--- src/hw/rtl/see_pkg.sv ---
// ============================================================================
// see_pkg
// Shared types and constants for the stack expression evaluator.
// ============================================================================
package see_pkg;

    localparam int STACK_DEPTH_DEFAULT = 16;
    localparam int VALUE_WIDTH_DEFAULT = 32;
    localparam int RESULT_WIDTH = 32;

    localparam logic [7:0] CHAR_ZERO  = 8'd48;
    localparam logic [7:0] CHAR_NINE  = 8'd57;
    localparam logic [7:0] CHAR_PLUS  = 8'h2b;
    localparam logic [7:0] CHAR_MINUS = 8'h2d;
    localparam logic [7:0] CHAR_STAR  = 8'h2a;
    localparam logic [7:0] CHAR_SLASH = 8'h2f;
    localparam logic [7:0] CHAR_PCT   = 8'h25;
    localparam logic [7:0] CHAR_CARET = 8'h5e;

    typedef enum logic [2:0] {
        ST_OK    = 3'd0,
        ST_UNDER = 3'd1,
        ST_OVER  = 3'd2,
        ST_DIVZ  = 3'd3,
        ST_BAD   = 3'd4,
        ST_LEFT  = 3'd5
    } status_t;

    typedef enum logic [2:0] {
        OP_ADD,
        OP_SUB,
        OP_MUL,
        OP_DIV,
        OP_REM,
        OP_POW
    } op_t;

    typedef enum logic [3:0] {
        S_IDLE,
        S_DECODE,
        S_READ1,
        S_READ2,
        S_EXEC,
        S_WAIT,
        S_WRITE,
        S_FINAL_READ,
        S_FINAL,
        S_OUT
    } state_t;

    typedef struct packed {
        logic [7:0] token;
        logic       last_token;
    } in_item_t;

    typedef struct packed {
        logic signed [RESULT_WIDTH-1:0] result_value;
        logic [2:0]                     status;
    } out_item_t;

    // controller -> datapath
    typedef struct packed {
        logic load_item;
        logic push_digit;
        logic read_top;
        logic read_second;
        logic start_op;
        logic write_result;
        logic read_final;
        logic capture_out;
        logic clear_expr;
        logic note_valid;
        status_t note_code;
    } dp_cmd_t;

    // datapath -> controller
    typedef struct packed {
        logic is_digit;
        logic is_op;
        logic last;
        logic full;
        logic lt_two;
        logic empty;
        logic more_than_one;
        logic op_done;
        logic div_zero;
    } dp_status_t;

endpackage

--- src/hw/rtl/stack_expression_evaluator_core.sv ---
// ============================================================================
// stack_expression_evaluator_core
// Postfix/prefix expression evaluator over a character token stream.
// ============================================================================
// Input channel in_valid/in_ready carries one token and a last flag per
// transaction; output channel out_valid/out_ready carries the result value
// and status of an expression, one transaction per last token.
// eval_mode_we/eval_mode_wdata set operand order (0 postfix, 1 prefix);
// write only while idle.
// One token is worked at a time; divide, remainder and power run in the
// iterative divider and the square-and-multiply loop of the arithmetic
// unit. A last token also reads the stack top and builds the result.
// The result holds in the output register while out_ready is low, and no
// token is taken until it is delivered. Reset empties the stack, clears
// the status and sets postfix order; stack contents are not cleared.
// ============================================================================
module stack_expression_evaluator_core
    import see_pkg::*;
#(
    parameter int STACK_DEPTH = STACK_DEPTH_DEFAULT,
    parameter int VALUE_WIDTH = VALUE_WIDTH_DEFAULT
)
(
    input  logic      clk,
    input  logic      rst_n,
    input  logic      eval_mode_we,
    input  logic      eval_mode_wdata,
    input  logic      in_valid,
    output logic      in_ready,
    input  in_item_t  in_data,
    output logic      out_valid,
    input  logic      out_ready,
    output out_item_t out_data
);

    logic       eval_mode_reg;
    dp_cmd_t    cmd;
    dp_status_t sts;

    always_ff @(posedge clk or negedge rst_n)
    begin
        if (!rst_n)
            eval_mode_reg <= 1'b0;
        else if (eval_mode_we)
            eval_mode_reg <= eval_mode_wdata;
    end

    see_ctrl u_ctrl (
        .clk       (clk),
        .rst_n     (rst_n),
        .in_valid  (in_valid),
        .in_ready  (in_ready),
        .out_valid (out_valid),
        .out_ready (out_ready),
        .sts       (sts),
        .cmd       (cmd)
    );

    see_datapath #(
        .STACK_DEPTH (STACK_DEPTH),
        .VALUE_WIDTH (VALUE_WIDTH)
    ) u_dp (
        .clk       (clk),
        .rst_n     (rst_n),
        .eval_mode (eval_mode_reg),
        .in_item   (in_data),
        .cmd       (cmd),
        .sts       (sts),
        .out_item  (out_data)
    );

endmodule

--- src/hw/rtl/see_alu.sv ---
// ============================================================================
// see_alu
// Multi-cycle arithmetic unit: add, subtract, multiply, restoring divide,
// and square-and-multiply power, one step per cycle.
// ============================================================================
module see_alu
    import see_pkg::*;
#(
    parameter int VALUE_WIDTH = VALUE_WIDTH_DEFAULT
)
(
    input  logic                   clk,
    input  logic                   rst_n,
    input  logic                   start,
    input  op_t                    op,
    input  logic [VALUE_WIDTH-1:0] a,
    input  logic [VALUE_WIDTH-1:0] b,
    output logic                   done,
    output logic [VALUE_WIDTH-1:0] result
);

    localparam int CW = $clog2(VALUE_WIDTH + 1);
    localparam logic [VALUE_WIDTH-1:0] ONE = VALUE_WIDTH'(1);
    localparam logic [VALUE_WIDTH-1:0] ALL1 = '1;

    typedef enum logic [2:0] {
        A_IDLE,
        A_MUL,
        A_DIV,
        A_POW_M,
        A_POW_S,
        A_DONE
    } alu_state_t;

    alu_state_t             st_reg, st_next;
    op_t                    op_reg;
    logic [VALUE_WIDTH-1:0] x_reg, x_next;
    logic [VALUE_WIDTH-1:0] y_reg, y_next;
    logic [VALUE_WIDTH-1:0] acc_reg, acc_next;
    logic [VALUE_WIDTH-1:0] rem_reg, rem_next;
    logic [CW-1:0]          cnt_reg, cnt_next;
    logic                   qneg_reg, rneg_reg;
    logic [VALUE_WIDTH-1:0] mag_a, mag_b;
    logic [VALUE_WIDTH:0]   trial;
    logic [VALUE_WIDTH-1:0] prod;

    assign mag_a = a[VALUE_WIDTH-1] ? (~a + ONE) : a;
    assign mag_b = b[VALUE_WIDTH-1] ? (~b + ONE) : b;
    assign prod  = VALUE_WIDTH'(x_reg * y_reg);
    assign trial = {rem_reg, acc_reg[VALUE_WIDTH-1]} - {1'b0, y_reg};

    always_comb
    begin
        st_next  = st_reg;
        x_next   = x_reg;
        y_next   = y_reg;
        acc_next = acc_reg;
        rem_next = rem_reg;
        cnt_next = cnt_reg;
        case (st_reg)
            A_IDLE:
            begin
                if (start)
                begin
                    x_next = a;
                    y_next = b;
                    st_next = A_DONE;
                    case (op)
                        OP_ADD: acc_next = a + b;
                        OP_SUB: acc_next = a - b;
                        OP_MUL: st_next = A_MUL;
                        OP_DIV, OP_REM:
                        begin
                            acc_next = mag_a;
                            y_next   = mag_b;
                            rem_next = '0;
                            cnt_next = CW'(VALUE_WIDTH);
                            if (b == '0)
                                acc_next = '0;
                            else
                                st_next = A_DIV;
                        end
                        OP_POW:
                        begin
                            acc_next = ONE;
                            if (b[VALUE_WIDTH-1])
                            begin
                                if (a == ONE)
                                    acc_next = ONE;
                                else if (a == ALL1)
                                    acc_next = b[0] ? ALL1 : ONE;
                                else
                                    acc_next = '0;
                            end
                            else if (b != '0)
                                st_next = A_POW_M;
                        end
                        default: acc_next = '0;
                    endcase
                end
            end
            A_MUL:
            begin
                acc_next = prod;
                st_next  = A_DONE;
            end
            A_DIV:
            begin
                acc_next = {acc_reg[VALUE_WIDTH-2:0], ~trial[VALUE_WIDTH]};
                if (trial[VALUE_WIDTH])
                    rem_next = {rem_reg[VALUE_WIDTH-2:0], acc_reg[VALUE_WIDTH-1]};
                else
                    rem_next = trial[VALUE_WIDTH-1:0];
                cnt_next = cnt_reg - CW'(1);
                if (cnt_reg == CW'(1))
                    st_next = A_DONE;
            end
            A_POW_M:
            begin
                // acc *= base when exponent bit set
                if (y_reg[0])
                    acc_next = VALUE_WIDTH'(acc_reg * x_reg);
                st_next = A_POW_S;
            end
            A_POW_S:
            begin
                x_next = VALUE_WIDTH'(x_reg * x_reg);
                y_next = y_reg >> 1;
                if ((y_reg >> 1) == '0)
                    st_next = A_DONE;
                else
                    st_next = A_POW_M;
            end
            A_DONE:   st_next = A_IDLE;
            default:  st_next = A_IDLE;
        endcase
    end

    always_ff @(posedge clk or negedge rst_n)
    begin
        if (!rst_n)
            st_reg <= A_IDLE;
        else
            st_reg <= st_next;
    end

    always_ff @(posedge clk)
    begin
        x_reg   <= x_next;
        y_reg   <= y_next;
        acc_reg <= acc_next;
        rem_reg <= rem_next;
        cnt_reg <= cnt_next;
        if (st_reg == A_IDLE && start)
        begin
            op_reg   <= op;
            qneg_reg <= a[VALUE_WIDTH-1] ^ b[VALUE_WIDTH-1];
            rneg_reg <= a[VALUE_WIDTH-1];
        end
    end

    assign done = (st_reg == A_DONE);

    always_comb
    begin
        case (op_reg)
            OP_DIV:  result = qneg_reg ? (~acc_reg + ONE) : acc_reg;
            OP_REM:  result = rneg_reg ? (~rem_reg + ONE) : rem_reg;
            default: result = acc_reg;
        endcase
    end

endmodule

--- src/hw/rtl/see_datapath.sv ---
// ============================================================================
// see_datapath
// Operand stack memory, stack pointer, sticky status and arithmetic unit.
// ============================================================================
module see_datapath
    import see_pkg::*;
#(
    parameter int STACK_DEPTH = STACK_DEPTH_DEFAULT,
    parameter int VALUE_WIDTH = VALUE_WIDTH_DEFAULT
)
(
    input  logic        clk,
    input  logic        rst_n,
    input  logic        eval_mode,
    input  in_item_t    in_item,
    input  dp_cmd_t     cmd,
    output dp_status_t  sts,
    output out_item_t   out_item
);

    localparam int AW = (STACK_DEPTH > 1) ? $clog2(STACK_DEPTH) : 1;
    localparam int CW = $clog2(STACK_DEPTH + 1);

    logic [VALUE_WIDTH-1:0] mem [STACK_DEPTH];
    logic [VALUE_WIDTH-1:0] rd_data_reg;
    logic [VALUE_WIDTH-1:0] first_reg, second_reg;
    logic [CW-1:0]          count_reg, count_next;
    status_t                err_reg, err_next;
    in_item_t               item_reg;
    out_item_t              out_reg;
    op_t                    op;
    logic                   alu_done;
    logic [VALUE_WIDTH-1:0] alu_result;
    logic [VALUE_WIDTH-1:0] opa, opb;
    logic                   wr_en;
    logic [AW-1:0]          wr_addr, rd_addr;
    logic [VALUE_WIDTH-1:0] wr_data;
    logic                   rd_en;
    logic [VALUE_WIDTH-1:0] final_val;
    logic [RESULT_WIDTH-1:0] final_ext;

    always_comb
    begin
        case (item_reg.token)
            CHAR_PLUS:  op = OP_ADD;
            CHAR_MINUS: op = OP_SUB;
            CHAR_STAR:  op = OP_MUL;
            CHAR_SLASH: op = OP_DIV;
            CHAR_PCT:   op = OP_REM;
            default:    op = OP_POW;
        endcase
    end

    assign sts.is_digit = (item_reg.token >= CHAR_ZERO) && (item_reg.token <= CHAR_NINE);
    assign sts.is_op = (item_reg.token == CHAR_PLUS) || (item_reg.token == CHAR_MINUS)
        || (item_reg.token == CHAR_STAR) || (item_reg.token == CHAR_SLASH)
        || (item_reg.token == CHAR_PCT) || (item_reg.token == CHAR_CARET);
    assign sts.last = item_reg.last_token;
    assign sts.full = (count_reg >= CW'(STACK_DEPTH));
    assign sts.lt_two = (count_reg < CW'(2));
    assign sts.empty = (count_reg == '0);
    assign sts.more_than_one = (count_reg > CW'(1));
    assign sts.op_done = alu_done;
    assign sts.div_zero = (opb == '0) && (op == OP_DIV || op == OP_REM);

    assign opa = eval_mode ? first_reg : second_reg;
    assign opb = eval_mode ? second_reg : first_reg;

    see_alu #(.VALUE_WIDTH(VALUE_WIDTH)) u_alu (
        .clk    (clk),
        .rst_n  (rst_n),
        .start  (cmd.start_op),
        .op     (op),
        .a      (opa),
        .b      (opb),
        .done   (alu_done),
        .result (alu_result)
    );

    // stack memory ports
    assign wr_en   = cmd.push_digit || cmd.write_result;
    assign wr_addr = AW'(count_reg);
    assign wr_data = cmd.push_digit ? VALUE_WIDTH'(item_reg.token - CHAR_ZERO) : alu_result;
    assign rd_en   = cmd.read_top || cmd.read_second || cmd.read_final;
    assign rd_addr = cmd.read_second ? AW'(count_reg - CW'(2)) : AW'(count_reg - CW'(1));

    always_ff @(posedge clk)
    begin
        if (wr_en)
            mem[wr_addr] <= wr_data;
        if (rd_en)
            rd_data_reg <= mem[rd_addr];
    end

    always_ff @(posedge clk)
    begin
        if (cmd.load_item)
            item_reg <= in_item;
        if (cmd.read_second)
            first_reg <= rd_data_reg;
        if (cmd.capture_out)
            out_reg <= '{result_value: (err_next == ST_OK) ? final_ext : '0,
                         status: err_next};
    end

    // second operand is captured in the cycle after the first
    logic second_pending_reg;
    always_ff @(posedge clk or negedge rst_n)
    begin
        if (!rst_n)
            second_pending_reg <= 1'b0;
        else
            second_pending_reg <= cmd.read_second;
    end
    always_ff @(posedge clk)
    begin
        if (second_pending_reg)
            second_reg <= rd_data_reg;
    end

    assign final_val = rd_data_reg;
    assign final_ext = RESULT_WIDTH'($signed(final_val));

    always_comb
    begin
        count_next = count_reg;
        err_next   = err_reg;
        if (cmd.note_valid && err_reg == ST_OK)
            err_next = cmd.note_code;
        if (cmd.push_digit || cmd.write_result)
            count_next = count_reg + CW'(1);
        else if (cmd.start_op)
            count_next = count_reg - CW'(2);
        if (cmd.clear_expr)
        begin
            count_next = '0;
            err_next   = ST_OK;
        end
    end

    always_ff @(posedge clk or negedge rst_n)
    begin
        if (!rst_n)
        begin
            count_reg <= '0;
            err_reg   <= ST_OK;
        end
        else if (cmd.clear_expr)
        begin
            count_reg <= '0;
            err_reg   <= ST_OK;
        end
        else
        begin
            count_reg <= count_next;
            err_reg   <= err_next;
        end
    end

    assign out_item = out_reg;

endmodule

--- src/hw/rtl/see_ctrl.sv ---
// ============================================================================
// see_ctrl
// Token sequencer: decode, stack reads, operation launch, final result.
// ============================================================================
module see_ctrl
    import see_pkg::*;
(
    input  logic       clk,
    input  logic       rst_n,
    input  logic       in_valid,
    output logic       in_ready,
    output logic       out_valid,
    input  logic       out_ready,
    input  dp_status_t sts,
    output dp_cmd_t    cmd
);

    state_t state_reg, state_next;

    always_comb
    begin
        state_next = state_reg;
        case (state_reg)
            S_IDLE:
                if (in_valid)
                    state_next = S_DECODE;
            S_DECODE:
            begin
                if (sts.is_op && !sts.lt_two)
                    state_next = S_READ1;
                else if (sts.last)
                    state_next = S_FINAL_READ;
                else
                    state_next = S_IDLE;
            end
            S_READ1:      state_next = S_READ2;
            S_READ2:      state_next = S_EXEC;
            S_EXEC:       state_next = S_WAIT;
            S_WAIT:
                if (sts.op_done)
                    state_next = S_WRITE;
            S_WRITE:      state_next = sts.last ? S_FINAL_READ : S_IDLE;
            S_FINAL_READ: state_next = S_FINAL;
            S_FINAL:      state_next = S_OUT;
            S_OUT:
                if (out_ready)
                    state_next = S_IDLE;
            default:      state_next = S_IDLE;
        endcase
    end

    always_comb
    begin
        cmd       = '0;
        cmd.note_code = ST_OK;
        in_ready  = 1'b0;
        out_valid = 1'b0;
        case (state_reg)
            S_IDLE:
            begin
                in_ready      = 1'b1;
                cmd.load_item = in_valid;
            end
            S_DECODE:
            begin
                if (sts.is_digit)
                begin
                    if (sts.full)
                    begin
                        cmd.note_valid = 1'b1;
                        cmd.note_code  = ST_OVER;
                    end
                    else
                        cmd.push_digit = 1'b1;
                end
                else if (sts.is_op)
                begin
                    if (sts.lt_two)
                    begin
                        cmd.note_valid = 1'b1;
                        cmd.note_code  = ST_UNDER;
                    end
                    else
                        cmd.read_top = 1'b1;
                end
                else
                begin
                    cmd.note_valid = 1'b1;
                    cmd.note_code  = ST_BAD;
                end
            end
            S_READ1: cmd.read_second = 1'b1;
            S_EXEC:
            begin
                cmd.start_op   = 1'b1;
                cmd.note_valid = sts.div_zero;
                cmd.note_code  = ST_DIVZ;
            end
            S_WRITE: cmd.write_result = 1'b1;
            S_FINAL_READ: cmd.read_final = 1'b1;
            S_FINAL:
            begin
                cmd.capture_out = 1'b1;
                cmd.note_valid  = sts.empty || sts.more_than_one;
                cmd.note_code   = sts.empty ? ST_UNDER : ST_LEFT;
            end
            S_OUT:
            begin
                out_valid     = 1'b1;
                cmd.clear_expr = out_ready;
            end
            default: ;
        endcase
    end

    always_ff @(posedge clk or negedge rst_n)
    begin
        if (!rst_n)
            state_reg <= S_IDLE;
        else
            state_reg <= state_next;
    end

endmodule

--- config.mk ---
export PLATFORM = sky130hd
export DESIGN_NAME = stack_expression_evaluator_core
export DESIGN_NICKNAME = d
export VERILOG_FILES = /design/src/hw/rtl/see_pkg.sv /design/src/hw/rtl/stack_expression_evaluator_core.sv /design/src/hw/rtl/see_alu.sv /design/src/hw/rtl/see_datapath.sv /design/src/hw/rtl/see_ctrl.sv
export SDC_FILE = /design/constraint.sdc
export NUM_CORES = 2
export LEC_CHECK = 0
export ABC_AREA = 1
export BUFFER_PORTS_ARGS = -buffer_cell sky130_fd_sc_hd__buf_2
export CORE_ASPECT_RATIO = 1.75
export CORE_MARGIN = 5
export CORE_UTILIZATION = 34
export CTS_BUF_LIST = sky130_fd_sc_hd__clkbuf_4
export CTS_CLUSTER_DIAMETER = 30
export DETAILED_ROUTE_END_ITERATION = 7
export HOLD_SLACK_MARGIN = 0.08
export PLACE_DENSITY = 0.51
export RECOVER_POWER = 25
export SETUP_SLACK_MARGIN = 0.5
export SYNTH_ARGS = -nofsm -noshare
export SYNTH_HDL_FRONTEND = slang
export SYNTH_HIERARCHICAL = 1
export SYNTH_SLANG_ARGS = --single-unit
export TNS_END_PERCENT = 30
--- constraint.sdc ---
create_clock -name clk -period 8.6 [get_ports clk]
set_clock_uncertainty 0.1 [all_clocks]
set_input_delay 1.29 -clock clk [delete_from_list [all_inputs] [get_ports clk]]
set_output_delay 1.29 -clock clk [all_outputs]
set_load 0.01 [all_outputs]
==> Word-level counts from Yosys, hierarchy flattened <==
Memories as Yosys holds them, arrays and structs flattened. A register that Yosys moved wholly into a read port is not among the register bits.
Cells that the tools add are included.
{ "op_classes": {"n_addsub": 12, "mul": 3, "div": 0, "order_cmp": 5, "eq_ne": 38, "shift": 0, "n_mux": 74, "bitwise_logic": 6, "n_reduce_logical": 35} }
{ "ops": {"columns": ["cell", "count"], "rows": [
  ["32-bit 2-to-1 mux", 20],
  ["32-bit case mux with 2 select lines", 4],
  ["32-bit case mux with 5 select lines", 1],
  ["32-bit by 1-bit adder with 32-bit output, second input constant", 4],
  ["32-bit inverter", 4],
  ["32-bit case mux with 4 select lines", 1],
  ["32-bit by 32-bit multiplier with 32-bit output", 3],
  ["32-bit zero test", 2],
  ["8-bit by 6-bit equality test with 1-bit output, second input constant", 5],
  ["4-bit case mux with 10 select lines", 1],
  ["4-bit 2-to-1 mux", 9],
  ["3-bit 2-to-1 mux", 11],
  ["33-bit by 32-bit subtractor with 33-bit output", 1],
  ["32-bit adder", 1],
  ["32-bit by 1-bit equality test with 1-bit output, second input constant", 1],
  ["32-bit equality test, second input constant", 1],
  ["32-bit nonzero test", 1],
  ["32-bit subtractor", 1],
  ["3-bit case mux with 5 select lines", 2],
  ["4-bit by 3-bit equality test with 1-bit output, second input constant", 4],
  ["1-bit 2-to-1 mux", 16],
  ["3-bit by 2-bit equality test with 1-bit output, second input constant", 5],
  ["3-bit equality test, second input constant", 5],
  ["5-bit 2-to-1 mux", 3],
  ["other kinds (38)", 67]
]} }
{ "word_totals": {"ff_bits": 264, "latch_bits": 0, "ram_bits": 512, "romBits": 0, "output_inout_bits": 37, "wordCells": 194, "memories": 1} }
{ "memory_table": {"columns": ["name", "words", "width", "read_ports", "rd_clocked_by_memory_dff", "wr", "line_no", "rtl"], "rows": [
  ["u_dp.mem", 16, 32, 1, 1, 1, "see_datapath.sv:24", "logic [VALUE_WIDTH-1:0] mem [STACK_DEPTH];"]
]} }

==> Depth between registers and ports, before layout <==
{ "depth": {"word_depth": 13, "mapped_depth": 37} }

==> By module <==
The synthesis kept the hierarchy.
{ "modules_own_cells": {"columns": ["module", "n_inst", "cells_each", "area_per_inst_um2", "seq_area_each_um2"], "rows": [
  ["see_alu", 1, 8451, 62050.8, 4249.1],
  ["see_datapath", 1, 2640, 28481.1, 19804.0],
  ["see_ctrl", 1, 84, 462.9, 100.1],
  ["stack_expression_evaluator_core", 1, 5, 40.0, 25.0]
]} }

==> Worst setup path before layout <==
OpenSTA, ideal clock, no wires.
{ "synth_timing": {"path_kind": "register -> register", "startpoint": "register u_dp.u_alu.x_reg[5]", "endpoint": "register u_dp.u_alu.x_reg[28] (data pin)", "setup_time_ps": 265, "t_arrival_ps": 6813, "slack_ps": 1422, "stages_incl_launch_ff": 32, "cell_sequence": "edfxtp_1 -> clkbuf_1 -> buf_1 -> buf_1 -> nand2_1 -> fa_1 -> inv_1 -> fa_1 -> fa_1 -> inv_1 -> fa_1 -> inv_1 -> fa_1 -> inv_1 -> fa_1 -> fa_1 -> fa_1 -> inv_1 -> ha_1 -> nand2_1 -> nor2_1 -> inv_1 -> nor3_1 -> nand2_1 -> o211ai_1 -> nand2_1 -> nand2_1 -> nand2_1 -> nand3_1 -> nand2_1 -> nand3_1 -> o21ai_0"} }
{ "synth_between": {"elab_chain_len": 2} }
{ "synth_rtl": {"columns": ["item", "line_no", "rtl"], "rows": [
  ["start: declaration", "see_alu.sv:37", "logic [VALUE_WIDTH-1:0] x_reg, x_next;"],
  ["start signal: assignment", "see_alu.sv:149", "x_reg <= x_next;"],
  ["32-bit by 32-bit multiplier with 32-bit output", "see_alu.sv:127", "x_next = VALUE_WIDTH'(x_reg * x_reg);"],
  ["32-bit case mux with 2 select lines", "see_alu.sv:60", "case (st_reg)"],
  ["named net u_dp.u_alu.x_next[28]", "see_alu.sv:37", null]
]} }
The timed path passes the listed nets, and every way through them passes these cells.
A chain may end at the register's enable or synchronous reset.

==> Worst setup path after layout <==
{ "layout_timing": {"startpoint": "register u_dp.u_alu.x_reg[10]", "endpoint": "register u_dp.u_alu.acc_reg[29] (data pin)"} }
{ "layout_between": {"elab_chain_len": 3, "elab_cells_between_ends": 4, "classes_between": "mul: 2; mux: 2"} }
{ "layout_rtl": {"columns": ["item", "line_no", "rtl"], "rows": [
  ["32-bit by 32-bit multiplier with 32-bit output", "see_alu.sv:122", "acc_next = VALUE_WIDTH'(acc_reg * x_reg);"],
  ["32-bit 2-to-1 mux", "see_alu.sv:121", "if (y_reg[0])"],
  ["32-bit case mux with 4 select lines (*)", "see_alu.sv:60", null],
  ["named net u_dp.u_alu.acc_next[29]", "see_alu.sv:39", "logic [VALUE_WIDTH-1:0] acc_reg, acc_next;"],
  ["end signal: assignment", "see_alu.sv:151", "acc_reg <= acc_next;"],
  ["end: declaration", "see_alu.sv:39", null]
]} }
The timed path passes the listed nets; every way through them passes the cells marked *. The select of a mux whose other input is x is not followed.

==> summary.txt <==
Clock network
  • TritonCTS clock tree: built
  • Later-pin clock latency in the skew report: 1.16 ns
  • Register clock-pin slew on the reported worst setup and hold paths: approximately 0.07 ns
  • Clock Tree Root: clkbuf_4
  • Max clock buf depth: 4
  • H-tree depth: 4
  • Cts bufs inserted: between 200 and 250
  • CTS sink count: 808

Place
  • Pre-CTS setup slack: 0.383 ns
  • Hpwl dp: 264 mm
  • Gp weighted congestion: between 1 and 1.5
  • I/O Buffers: 51

Synth
  • #FFs+latches synth: 808
  • Yosys cell types: 70
  • Largest cells by area after synthesis: edfxtp_1, fa_1, nand2_1, inv_1, ha_1
  • Average cell area after synthesis: 8.14 um2
  • Synth async-reset ratio: 2.10%
  • Synth Instances: ~11000
  • Yosys warns: 6
  • Biggest area consumer among synthesized cells: edfxtp_1
  • Ys flop type: edfxtp_1
  • Sequential share of the synthesized area: 26.6%
  • Post-Syn Area: approximately 90000 um2
  • EDFF count, synth: 791
  • Post-Syn Nets: 12800
  • Synth top area share: 26.1%

Global route
  • Pin count of the biggest net entering global routing: 173
  • Global-route wire length before repair: around 500 mm
  • Initial antenna violation count: 10
  • Gr ovfl total: 0
  • Gr usage total: 23.9%
  • Vias in the first global route: 78800

Worst setup path
  • R2r setup slk: just over 0.5 ns
  • CP Capture Type: flop
  • CP Launch Point: u_dp/u_alu/x_reg[10]$_DFFE_PP_
  • Top cell by count, worst path: fa_1
  • Crit Path Max Fanout: 35
  • Max stage delay on crit path: 0.60 ns
  • WP data required: 9.39 ns
  • Crit-path slowest cell: edfxtp_1
  • Reg2reg start: u_dp/u_alu/x_reg[10]$_DFFE_PP_
  • Crit Path Class: reg2reg
  • Critical Path Source Type: flop
  • CP Data Arrival Time: 8.87 ns

Drt
  • DRC viols: 0
  • Starting DRT DRC Count: ~4900
  • DRT Pass-1 Iters: 8
  • Post-DRT Antenna Nets: 0
  • Via density: 4.90
  • Drt wl/cell: 22.5 um
  • Vias: around 73000
  • Drt total wl: approximately 340 mm

Layout
  • Largest register FFs: 512
  • Layout area overhead: 8.94%
  • Fillers: roughly 28000
  • Multi-input logic area: 54100 um2
  • Largest Register: u_dp/mem
  • Register area: 24200 um2
  • Finished Core Util: 37.2%
  • Share of cells above drive strength 1: 6.82%
  • Nets: ~13000

Timing
  • Tcrit/Tclk final: 94.0%
  • Relative slew slack: -217%
  • Final min period: 8.08 ns
  • Slew at the pin closest to its max-slew limit: 4.75 ns
  • Setup Viol. Count Final: 0
  • Hold Violations, Final: 0
  • Setup_tns: 0 ns
  • Fmax: 124 MHz
  • Worst Slack Setup Final: 0.520 ns
  • RSZ-0062 raised after global routing: true
  • Slew Viols, Final: 420

Floorplan
  • I/O pin count: 52
  • Core Region: 267000 um2
  • Initial core utilization: 34.1%
  • Die footprint: 279000 um2
  • Chip Width: approximately 400 um
  • Die height: 695 um
  • Row count: ~250

Min path
  • Hold_sp: in_data[2]
  • Hold Path Class: in2reg

Outcome
  • Failing checks: max-capacitance violations, max-slew violations
  • Status: finished with violations

Run
  • Number of max-cap violations: 11
## repair_timing
action,in CTS,in global routing
hold buffers,1,0
setup buffers,8,0
gates resized for setup,1,2
setup endpoints to repair,2,7
gates cloned,0,0
endpoints found under the hold margin,17,0
## worst paths after layout
path                                                          to  cells past startpoint
worst min register to register      u_dp/first_reg[24]$_DFFE_PP_                      0
min in group asynchronous       u_dp/u_alu/st_reg[2]$_DFFE_PN0P_                      2
worst min-delay path                  u_dp/item_reg[2]$_DFFE_PP_                      1
max in group asynchronous              eval_mode_reg$_DFFE_PN0P_                      2
worst max-delay path            u_dp/u_alu/acc_reg[29]$_DFFE_PP_                     27
worst max register to register  u_dp/u_alu/acc_reg[29]$_DFFE_PP_                     27
## cell families after synthesis
family                     share of synthesized area, %
and+or+nand+nor                                    19.2
xor gates and xnor gates                           1.84
DFF                                                26.6
adders and majority gates                          32.3
AOI/OAI and AO/OA                                  5.83
buffers and inverters                              14.2
## layer usage
layer	up-vias	routed length [um]	global-route usage (%)
met3	996	13400	2.31
met1	36200	109000	23.0
met2	2255	179000	45.5
met4	8	35600	20.2
met5	-	55	0
li1	33900	-	-
## cells in the final DEF (no fill, tap or decap), drive strengths merged, types with 17 or more instances in the layout
| cell | count |
|---|---|
| dfrtp | 17 |
| o221ai | 18 |
| nand3 | 610 |
| fa | 1185 |
| clkinv | 83 |
| or2 | 37 |
| buf | 296 |
| nand3b | 28 |
| inv | 2869 |
| clkbuf | 339 |
| nor4 | 29 |
| edfxtp | 791 |
| diode | 20 |
| xor2 | 120 |
| o211ai | 114 |
| nor2 | 412 |
| nand4 | 40 |
| nor3 | 79 |
| nand2 | 3038 |
| ha | 456 |
| a21o | 29 |
| o21ai | 361 |
| o21bai | 28 |
| a31oi | 20 |
| a21oi | 245 |
| xnor2 | 67 |
## worst max-delay path: cells and delay by family, from the launching register on
family                   cells  cell delay (ns)
AO/OA/AOI/OAI                5             1.21
adder cells (fa/ha/maj)      9             4.12
buffers and inverters        7             0.87
flip-flops                   1             0.60
AND/OR/NAND/NOR              6             0.94
## metrics by stage
step	hold WS [ns]	cells	instance area [um2]
floorplan	0.345	11200	91000
global placement	0.362	14600	96400
detailed placement	0.365	14600	96400
CTS	0.193	14900	99300
global route	0.248	15000	99200
finish	0.305	15000	99200
## cell type report
cell class	instances	share of cell area, %
clock inverters	88	0.601
flip-flops and latches	808	24.4
well taps	3542	4.47
repair buffers	350	2.86
diodes	20	0.0505
clock buffers	286	2.16
inverters	2877	10.9
multi-input cells	6995	54.6
## cells in the mapped netlist, types with 9 or more instances
| library cell | n |
|---|---|
| a21o_1 | 29 |
| a21oi_1 | 244 |
| a31oi_1 | 20 |
| buf_1 | 93 |
| buf_2 | 97 |
| buf_4 | 15 |
| buf_6 | 10 |
| clkbuf_1 | 284 |
| clkinv_1 | 9 |
| dfrtp_1 | 17 |
| edfxtp_1 | 791 |
| fa_1 | 1185 |
| ha_1 | 456 |
| inv_1 | 2850 |
| inv_2 | 17 |
| nand2_1 | 3029 |
| nand3_1 | 606 |
| nand3b_1 | 28 |
| nand4_1 | 39 |
| nor2_1 | 397 |
| nor2_2 | 11 |
| nor3_1 | 67 |
| nor3_2 | 11 |
| nor4_1 | 29 |
| o2111ai_1 | 14 |
| o211ai_1 | 92 |
| o211ai_2 | 22 |
| o21ai_0 | 306 |
| o21ai_1 | 50 |
| o21bai_1 | 28 |
| o221ai_1 | 18 |
| o31ai_1 | 10 |
| or2_2 | 36 |
| xnor2_1 | 67 |
| xor2_1 | 117 |
Power is not shown: default switching activity piles up to over one toggle a cycle in this logic, so the estimate is an artifact.
